<file path="config.mk">
export PLATFORM = sky130hd
export DESIGN_NAME = lcsmt_ctrl
export DESIGN_NICKNAME = d
export VERILOG_FILES = /design/src/rtl/lcsmt_pkg.sv /design/src/rtl/lcsmt_ctrl.sv
export SDC_FILE = /design/constraint.sdc
export NUM_CORES = 1
export LEC_CHECK = 0
export ABC_AREA = 1
export BUFFER_PORTS_ARGS = -buffer_cell sky130_fd_sc_hd__buf_2
export CAP_MARGIN = 20
export CORE_MARGIN = 2
export CORE_UTILIZATION = 45
export CTS_BUF_LIST = sky130_fd_sc_hd__clkbuf_2
export DETAILED_ROUTE_END_ITERATION = 8
export GPL_TIMING_DRIVEN = 0
export PLACE_DENSITY = 0.76
export SETUP_SLACK_MARGIN = 0.4
export SYNTH_ARGS = -nofsm -noshare
export SYNTH_HDL_FRONTEND = slang
export SYNTH_SLANG_ARGS = --single-unit
</file>
<file path="constraint.sdc">
create_clock -name clk_i -period 4.2 [get_ports clk_i]
set_clock_uncertainty 0.15 [all_clocks]
set_input_delay 1.26 -clock clk_i [delete_from_list [all_inputs] [get_ports clk_i]]
set_output_delay 1.26 -clock clk_i [all_outputs]
set_load 0.01 [all_outputs]
</file>
<file path="src/rtl/lcsmt_pkg.sv">
// Shared constants, command/status types and helpers for the Li Chao segment tree.
package lcsmt_pkg;

  localparam int MAX_LEAVES_LOG2 = 10;
  localparam int VALUE_BITS      = 32;

  localparam int LEAF_AW  = MAX_LEAVES_LOG2;
  localparam int NODE_AW  = MAX_LEAVES_LOG2 + 1;
  localparam int CNT_W    = MAX_LEAVES_LOG2 + 1;
  localparam int LR_W     = MAX_LEAVES_LOG2 + 2;
  localparam int LEAF_MAX = 1 << LEAF_AW;
  localparam int NODE_MAX = 1 << NODE_AW;

  localparam logic [2:0] REQ_LOAD  = 3'd0;
  localparam logic [2:0] REQ_RANGE = 3'd1;
  localparam logic [2:0] REQ_ALL   = 3'd2;
  localparam logic [2:0] REQ_QUERY = 3'd3;
  localparam logic [2:0] REQ_CLEAR = 3'd4;

  localparam logic [3:0] SIZE_LOG2_RST = 4'd10;

  typedef enum logic [1:0] {KEY_LO, KEY_HI, KEY_QX} key_e;
  typedef enum logic [1:0] {CRD_SRCH, CRD_EVAL, CRD_K} crd_src_e;
  typedef enum logic [1:0] {DN_ROOT, DN_L, DN_R} dn_src_e;
  typedef enum logic [1:0] {EV_L, EV_R, EV_M} ev_e;

  typedef struct packed {
    logic     capture;
    logic     coord_wr;
    logic     clr_wr;
    logic     srch_init;
    logic     srch_step;
    key_e     key;
    logic     save_first;
    logic     lr_init;
    logic     l_inc;
    logic     r_dec;
    logic     lr_shift;
    logic     dn_init;
    dn_src_e  dn_src;
    logic     coord_rd;
    crd_src_e crd_src;
    logic     node_rd;
    ev_e      ev;
    logic     mul;
    logic     cmp;
    logic     dn_final;
    logic     dn_next;
    logic     q_init;
    logic     q_acc;
    logic     res_load;
    logic     res_past;
  } cmd_t;

  typedef struct packed {
    logic clr_last;
    logic cnt_zero;
    logic range_empty;
    logic lr_done;
    logic l_odd;
    logic r_odd;
    logic dn_stop;
    logic k_past;
    logic qnode_last;
    logic out_free;
  } sts_t;

  // Sign-extend the low VALUE_BITS bits of a field to 32 bits.
  function automatic logic signed [31:0] sext(input logic [31:0] v);
    logic signed [31:0] t;
    t = $signed(v << (32 - VALUE_BITS));
    return t >>> (32 - VALUE_BITS);
  endfunction

endpackage

</file>
<file path="src/rtl/lcsmt_ctrl.sv">
// Controller: sequences searches, range splitting, node descents, queries and clears.
module lcsmt_ctrl (
  input  logic            clk_i,
  input  logic            rst_ni,
  input  logic            in_valid_i,
  input  logic [2:0]      req_type_i,
  input  lcsmt_pkg::sts_t sts_i,
  output lcsmt_pkg::cmd_t cmd_o,
  output logic            in_ready_o
);

  typedef enum logic [4:0] {
    S_CLR, S_IDLE, S_LOAD, S_SINIT, S_SA, S_SC, S_SDONE, S_RCHK, S_RR,
    S_DINIT, S_EA, S_EM, S_EC, S_DDEC, S_DNXT, S_QRD, S_QM, S_QA, S_QOUT, S_QPAST
  } state_e;

  state_e              state_q;
  lcsmt_pkg::key_e     ph_q;
  lcsmt_pkg::dn_src_e  ret_q;
  lcsmt_pkg::ev_e      ev_q;

  always_ff @(posedge clk_i or negedge rst_ni) begin
    if (!rst_ni) begin
      state_q <= S_CLR;
      ph_q    <= lcsmt_pkg::KEY_LO;
      ret_q   <= lcsmt_pkg::DN_ROOT;
      ev_q    <= lcsmt_pkg::EV_L;
    end else begin
      case (state_q)
        S_CLR: if (sts_i.clr_last) state_q <= S_IDLE;
        S_IDLE: begin
          if (in_valid_i) begin
            case (req_type_i)
              lcsmt_pkg::REQ_LOAD: state_q <= S_LOAD;
              lcsmt_pkg::REQ_RANGE: begin
                ph_q    <= lcsmt_pkg::KEY_LO;
                state_q <= S_SINIT;
              end
              lcsmt_pkg::REQ_ALL: begin
                ret_q   <= lcsmt_pkg::DN_ROOT;
                state_q <= S_DINIT;
              end
              lcsmt_pkg::REQ_QUERY: begin
                ph_q    <= lcsmt_pkg::KEY_QX;
                state_q <= S_SINIT;
              end
              lcsmt_pkg::REQ_CLEAR: state_q <= S_CLR;
              default: state_q <= S_IDLE;
            endcase
          end
        end
        S_LOAD:  state_q <= S_IDLE;
        S_SINIT: state_q <= S_SA;
        S_SA:    state_q <= sts_i.cnt_zero ? S_SDONE : S_SC;
        S_SC:    state_q <= S_SA;
        S_SDONE: begin
          case (ph_q)
            lcsmt_pkg::KEY_LO: begin
              ph_q    <= lcsmt_pkg::KEY_HI;
              state_q <= S_SINIT;
            end
            lcsmt_pkg::KEY_HI: state_q <= sts_i.range_empty ? S_IDLE : S_RCHK;
            default:           state_q <= sts_i.k_past ? S_QPAST : S_QRD;
          endcase
        end
        S_RCHK: begin
          if (sts_i.lr_done) begin
            state_q <= S_IDLE;
          end else if (sts_i.l_odd) begin
            ret_q   <= lcsmt_pkg::DN_L;
            state_q <= S_DINIT;
          end else begin
            state_q <= S_RR;
          end
        end
        S_RR: begin
          if (sts_i.r_odd) begin
            ret_q   <= lcsmt_pkg::DN_R;
            state_q <= S_DINIT;
          end else begin
            state_q <= S_RCHK;
          end
        end
        S_DINIT: begin
          ev_q    <= lcsmt_pkg::EV_L;
          state_q <= S_EA;
        end
        S_EA: state_q <= S_EM;
        S_EM: state_q <= S_EC;
        S_EC: begin
          case (ev_q)
            lcsmt_pkg::EV_L: begin
              ev_q    <= lcsmt_pkg::EV_R;
              state_q <= S_EA;
            end
            lcsmt_pkg::EV_R: state_q <= S_DDEC;
            default:         state_q <= S_DNXT;
          endcase
        end
        S_DDEC: begin
          if (sts_i.dn_stop) begin
            case (ret_q)
              lcsmt_pkg::DN_L: state_q <= S_RR;
              lcsmt_pkg::DN_R: state_q <= S_RCHK;
              default:         state_q <= S_IDLE;
            endcase
          end else begin
            ev_q    <= lcsmt_pkg::EV_M;
            state_q <= S_EA;
          end
        end
        S_DNXT: begin
          ev_q    <= lcsmt_pkg::EV_L;
          state_q <= S_EA;
        end
        S_QRD: state_q <= S_QM;
        S_QM:  state_q <= S_QA;
        S_QA:  state_q <= sts_i.qnode_last ? S_QOUT : S_QRD;
        S_QOUT:  if (sts_i.out_free) state_q <= S_IDLE;
        S_QPAST: if (sts_i.out_free) state_q <= S_IDLE;
        default: state_q <= S_IDLE;
      endcase
    end
  end

  always_comb begin
    cmd_o         = '0;
    cmd_o.key     = ph_q;
    cmd_o.dn_src  = ret_q;
    cmd_o.ev      = ev_q;
    cmd_o.crd_src = lcsmt_pkg::CRD_SRCH;
    in_ready_o    = 1'b0;
    case (state_q)
      S_CLR: cmd_o.clr_wr = 1'b1;
      S_IDLE: begin
        in_ready_o    = 1'b1;
        cmd_o.capture = in_valid_i;
      end
      S_LOAD:  cmd_o.coord_wr  = 1'b1;
      S_SINIT: cmd_o.srch_init = 1'b1;
      S_SA:    cmd_o.coord_rd  = !sts_i.cnt_zero;
      S_SC:    cmd_o.srch_step = 1'b1;
      S_SDONE: begin
        case (ph_q)
          lcsmt_pkg::KEY_LO: cmd_o.save_first = 1'b1;
          lcsmt_pkg::KEY_HI: cmd_o.lr_init    = !sts_i.range_empty;
          default: begin
            cmd_o.coord_rd = !sts_i.k_past;
            cmd_o.crd_src  = lcsmt_pkg::CRD_K;
            cmd_o.q_init   = !sts_i.k_past;
          end
        endcase
      end
      S_RR: begin
        cmd_o.r_dec    = sts_i.r_odd;
        cmd_o.lr_shift = !sts_i.r_odd;
      end
      S_DINIT: cmd_o.dn_init = 1'b1;
      S_EA: begin
        cmd_o.coord_rd = 1'b1;
        cmd_o.crd_src  = lcsmt_pkg::CRD_EVAL;
        cmd_o.node_rd  = 1'b1;
      end
      S_EM: cmd_o.mul = 1'b1;
      S_EC: cmd_o.cmp = 1'b1;
      S_DDEC: begin
        cmd_o.dn_final = sts_i.dn_stop;
        cmd_o.l_inc    = sts_i.dn_stop && (ret_q == lcsmt_pkg::DN_L);
        cmd_o.lr_shift = sts_i.dn_stop && (ret_q == lcsmt_pkg::DN_R);
      end
      S_DNXT: cmd_o.dn_next = 1'b1;
      S_QRD:  cmd_o.node_rd = 1'b1;
      S_QM:   cmd_o.mul     = 1'b1;
      S_QA:   cmd_o.q_acc   = 1'b1;
      S_QOUT: cmd_o.res_load = sts_i.out_free;
      S_QPAST: begin
        cmd_o.res_load = sts_i.out_free;
        cmd_o.res_past = 1'b1;
      end
      default: cmd_o = cmd_o;
    endcase
  end

endmodule

</file>
-- Word-level counts from Yosys, hierarchy flattened
Index checks and enable logic that the tools add are counted.
- multiplexer cells: 55
- eq/ne operators: 38
- reductions and logical operators: 24
- operators with widths (kind ; count):
    $pmux 5 s16 ; 1
    $eq 5x4->1 const B ; 8
    $mux 5 ; 6
    $mux 1 ; 22
    $mux 2 ; 11
    $eq 5x3->1 const B ; 4
    $eq 5x5->1 const B ; 4
    $pmux 4 s4 ; 1
    $reduce_or 2->1 ; 7
    $ne 2x2->1 const B ; 6
    $pmux 2 s2 ; 3
    $pmux 2 s3 ; 2
    $eq 5x2->1 const B ; 2
    $pmux 5 s2 ; 1
    $mux 4 ; 2
    $ne 2x1->1 const B ; 4
    $pmux 4 s2 ; 1
    $eq 2x1->1 const B ; 3
    $eq 3x2->1 const B ; 2
    $mux 3 ; 2
    $pmux 3 s2 ; 1
    $reduce_and 3->1 ; 2
    $reduce_and 6->1 ; 1
    $reduce_bool 3->1 ; 2
    14 further kinds ; 19
- bits of input ports: 16
- logic and storage cells: 121
- output and inout bits: 30
- register bits after elaboration: 11

-- Longest topological paths before layout
- depth after elaboration: 5
- mapped depth: 12
- gate-level depth less buffers: 12

-- Worst setup path before layout
No wires, ideal clock.
- kind: input port to output port
- from: in sts_i[7] in the netlist's numbering
- to: out cmd_o[20] in the netlist's numbering
- stages: 1
- required time: 2.790 ns
- buffers on the path: 0
- arrival: 1.666 ns
- path slack: 1.124 ns
- cells stage by stage: nor4_1
- longest elaborated chain between the ends: 3
- ends and longest elaborated chain (item ; RTL line ; RTL):
    start: declaration ; lcsmt_ctrl.sv:7 ; input lcsmt_pkg::sts_t sts_i,
    $logic_not 1->1 ; lcsmt_ctrl.sv:146 ; lcsmt_pkg::KEY_HI: cmd_o.lr_init = !sts_i.range_empty;
    $mux 1 ; lcsmt_ctrl.sv:144 ; case (ph_q)
    $mux 2 ; lcsmt_ctrl.sv:133 ; case (state_q)
    end: declaration ; lcsmt_ctrl.sv:8 ; output lcsmt_pkg::cmd_t cmd_o,
Every way passes these cells.

==> results.md <==
- Leakage power: 0.972 nW
- Initial Util: 47.6%
- Clk_lat worst skew: 0.29 ns
- Worst-path cell chain: buf_2, inv_1, nand3_1, o21ai_0, buf_2
- Num CTS Buffers: 3
- Total Routed Length: 3.43 mm
- Die area: 3070 um2
- Most frequent cells in the layout: nand2_1, buf_2, nor2_1
- HP Class: reg2reg
- Synth warn: 0
- Syn Std Cell Area: 1190 um2
- Setup Crit Path Kind: in2out
- Ports: 46
- Pre-antenna DRT Iters: 4
- Top achievable clock speed: 0.305 GHz
- Post-cts sizing count: 0
- Filler instances: 276
- CTS root buffer: clkbuf_2
- MaxCap Viol Count: 0
- First-pass GRT wire length: 5.66 mm
- Slew headroom: 79.5%
- Final Max Slew Viols: 0
- Mapped Cells: 208
- Fin crit share: 78.0%
- Layout cells sized above 1: 30.0%
- Unrepaired setup endpoints after global routing: false
- Rows: 18
- Clock Tree Buf Depth: 2
- Nets: 274
- Residual DRC: 0
- Ant. Diodes: 0
- Starting DRT DRC Count: 62
- Critical path fanouts, max: 4
- Buffers on Ports: 45
- Dpl hpwl: 2.83 mm
- Total power: 0.828 mW
- Initial antenna violation count: 0
- Post-DP Area: 1450 um2
- Status: complete, no violations
- Synth area leader: dfrtp_1
- Final setup vio count: 0
- Avg Cell Area, Syn: 5.72 um2
- CP Launch Type: input port
- Final hold vios: 0
- Final instance area: 1470 um2
- Main area contributors after synthesis: dfrtp_1, nand2_1, nor2_1, inv_1, nand3_1
- Crit end category: output pin
- Hold slack: 0.375 ns
- Register area share after synthesis: 23.1%
- Total Routing Usage GR: 23.1%
- Worst Max-Slew Pin Slew: 0.308 ns
- TNS Setup: 0 ns
- Die Width: 55.4 um
- Vias in the first global route: 1243
- Worst endpoint required time: 2.79 ns
- Period minus WS final: 3.28 ns
- Hold_buf cts: 0
- Most common cell after layout, fill and taps aside: nand2_1
- CP dominant cell by count: buf_2
- CTS tree: built
- Total number of vias: 1428
- Register bit total from synthesis: 11
- H-tree depth: 1
- CP max stage delay: 0.17 ns
- Placer Congestion: 0.914
- Synth top area share: 23.1%
- Peak supply drop: 0.396 mV
- Vias per cell: 4.98
- Largest net degree at the start of global routing: 12
- CTS sink count: 11
- Routed length per placed instance: 11.9 um
- Clock transition at path regs: 0.13 ns
- Slowest cell on crit path: nand3_1
- Area grow syn2layout: 23.8%
- Die height: 55.4 um
- Post-CTS Setup Bufs: 0
- Post-DRT Antenna Nets: 0
- Multi-input logic area: 756 um2
- Register area: 275 um2
- Syn_nets: 224
- Arrival time worst endpoint: 1.87 ns
- Post-synth cell types: 26
- GR Overflow Total: 0
- Pwr Density: 562 nW/um2
- Core area: 2500 um2
- Post-layout util: 58.9%
==> Yosys cell counts <==
cell,n
o2111ai_1,1
nor3_1,4
nand4_2,1
nand3_1,17
nand4_1,3
nand2_1,51
dfrtp_1,11
o21ai_0,7
o21ai_2,2
nor2_2,3
nor3b_1,2
o21ai_1,2
nand2_2,6
nor2_4,4
nand2_4,1
a21oi_1,4
inv_2,8
nand3_2,1
or2_0,1
nand3_4,1
inv_1,33
o211ai_1,1
nor2_1,41
buf_2,1
nor4_1,1
nand3b_1,1
==> per-stage QoR <==
stage | instances | setup WS, ns
floorplan | 208 | 1.12
global placement | 283 | 0.916
detailed placement | 283 | 0.926
CTS | 287 | 0.923
global route | 287 | 0.860
finish | 287 | 0.924
==> where the power goes <==
part           switching (mW)  internal (mW)
clock network          0.0423         0.0215
logic                   0.379          0.190
registers              0.0492          0.147
==> worst max-delay path: cells and delay by family <==
family,cells,cell delay [ns]
AO/OA/AOI/OAI,1,0.12
buffers and inverters,3,0.30
AND/OR/NAND/NOR,1,0.17
==> area by class of cell <==
cell class | count | area share (%)
Sequential cell | 11 | 18.7
Clock buffer | 3 | 1.02
Clock inverter | 1 | 0.340
Inverter | 41 | 10.5
Tap cell | 30 | 2.55
Buffer | 1 | 0.340
Multi-Input combinational cell | 155 | 51.3
Timing Repair Buffer | 45 | 15.3
==> cell families (layout without fill, tap and decap cells) <==
logic type | after synthesis | in the layout | share of synthesized area (%)
flip-flops | 11 | 11 | 23.1
buffers and inverters | 42 | 91 | 13.4
AND/OR/NAND/NOR | 138 | 138 | 55.2
AO/OA/AOI/OAI | 17 | 17 | 8.31
==> state kept, by name, indices dropped and copies added, names as in the netlist <==
signal and cells:
ph_q 2, state_q 5, ev_q 2, ret_q 2
==> metal layers <==
layer  wire length, um  share of wire [%]  global-route usage (%)
met5                 0                  0                       0
met4                78                2.3                    7.67
met3               260                7.6                    5.62
met2              1560                 46                    36.7
met1              1530                 45                    30.5
==> worst paths after layout <==
path                            start          to  slack, ns  cells past startpoint
setup / recovery             sts_i[4]   cmd_o[17]       0.92                      5
hold / removal               ret_q[1]    ret_q[1]       0.37                      2
setup reg to reg           state_q[4]     ph_q[1]       2.43                     10
hold reg to reg              ret_q[1]    ret_q[1]       0.37                      2
max in group asynchronous      rst_ni  state_q[2]       3.01                      1
min in group asynchronous      rst_ni     ph_q[1]       0.67                      1
Note: power is estimated with default switching activity, not from simulation.
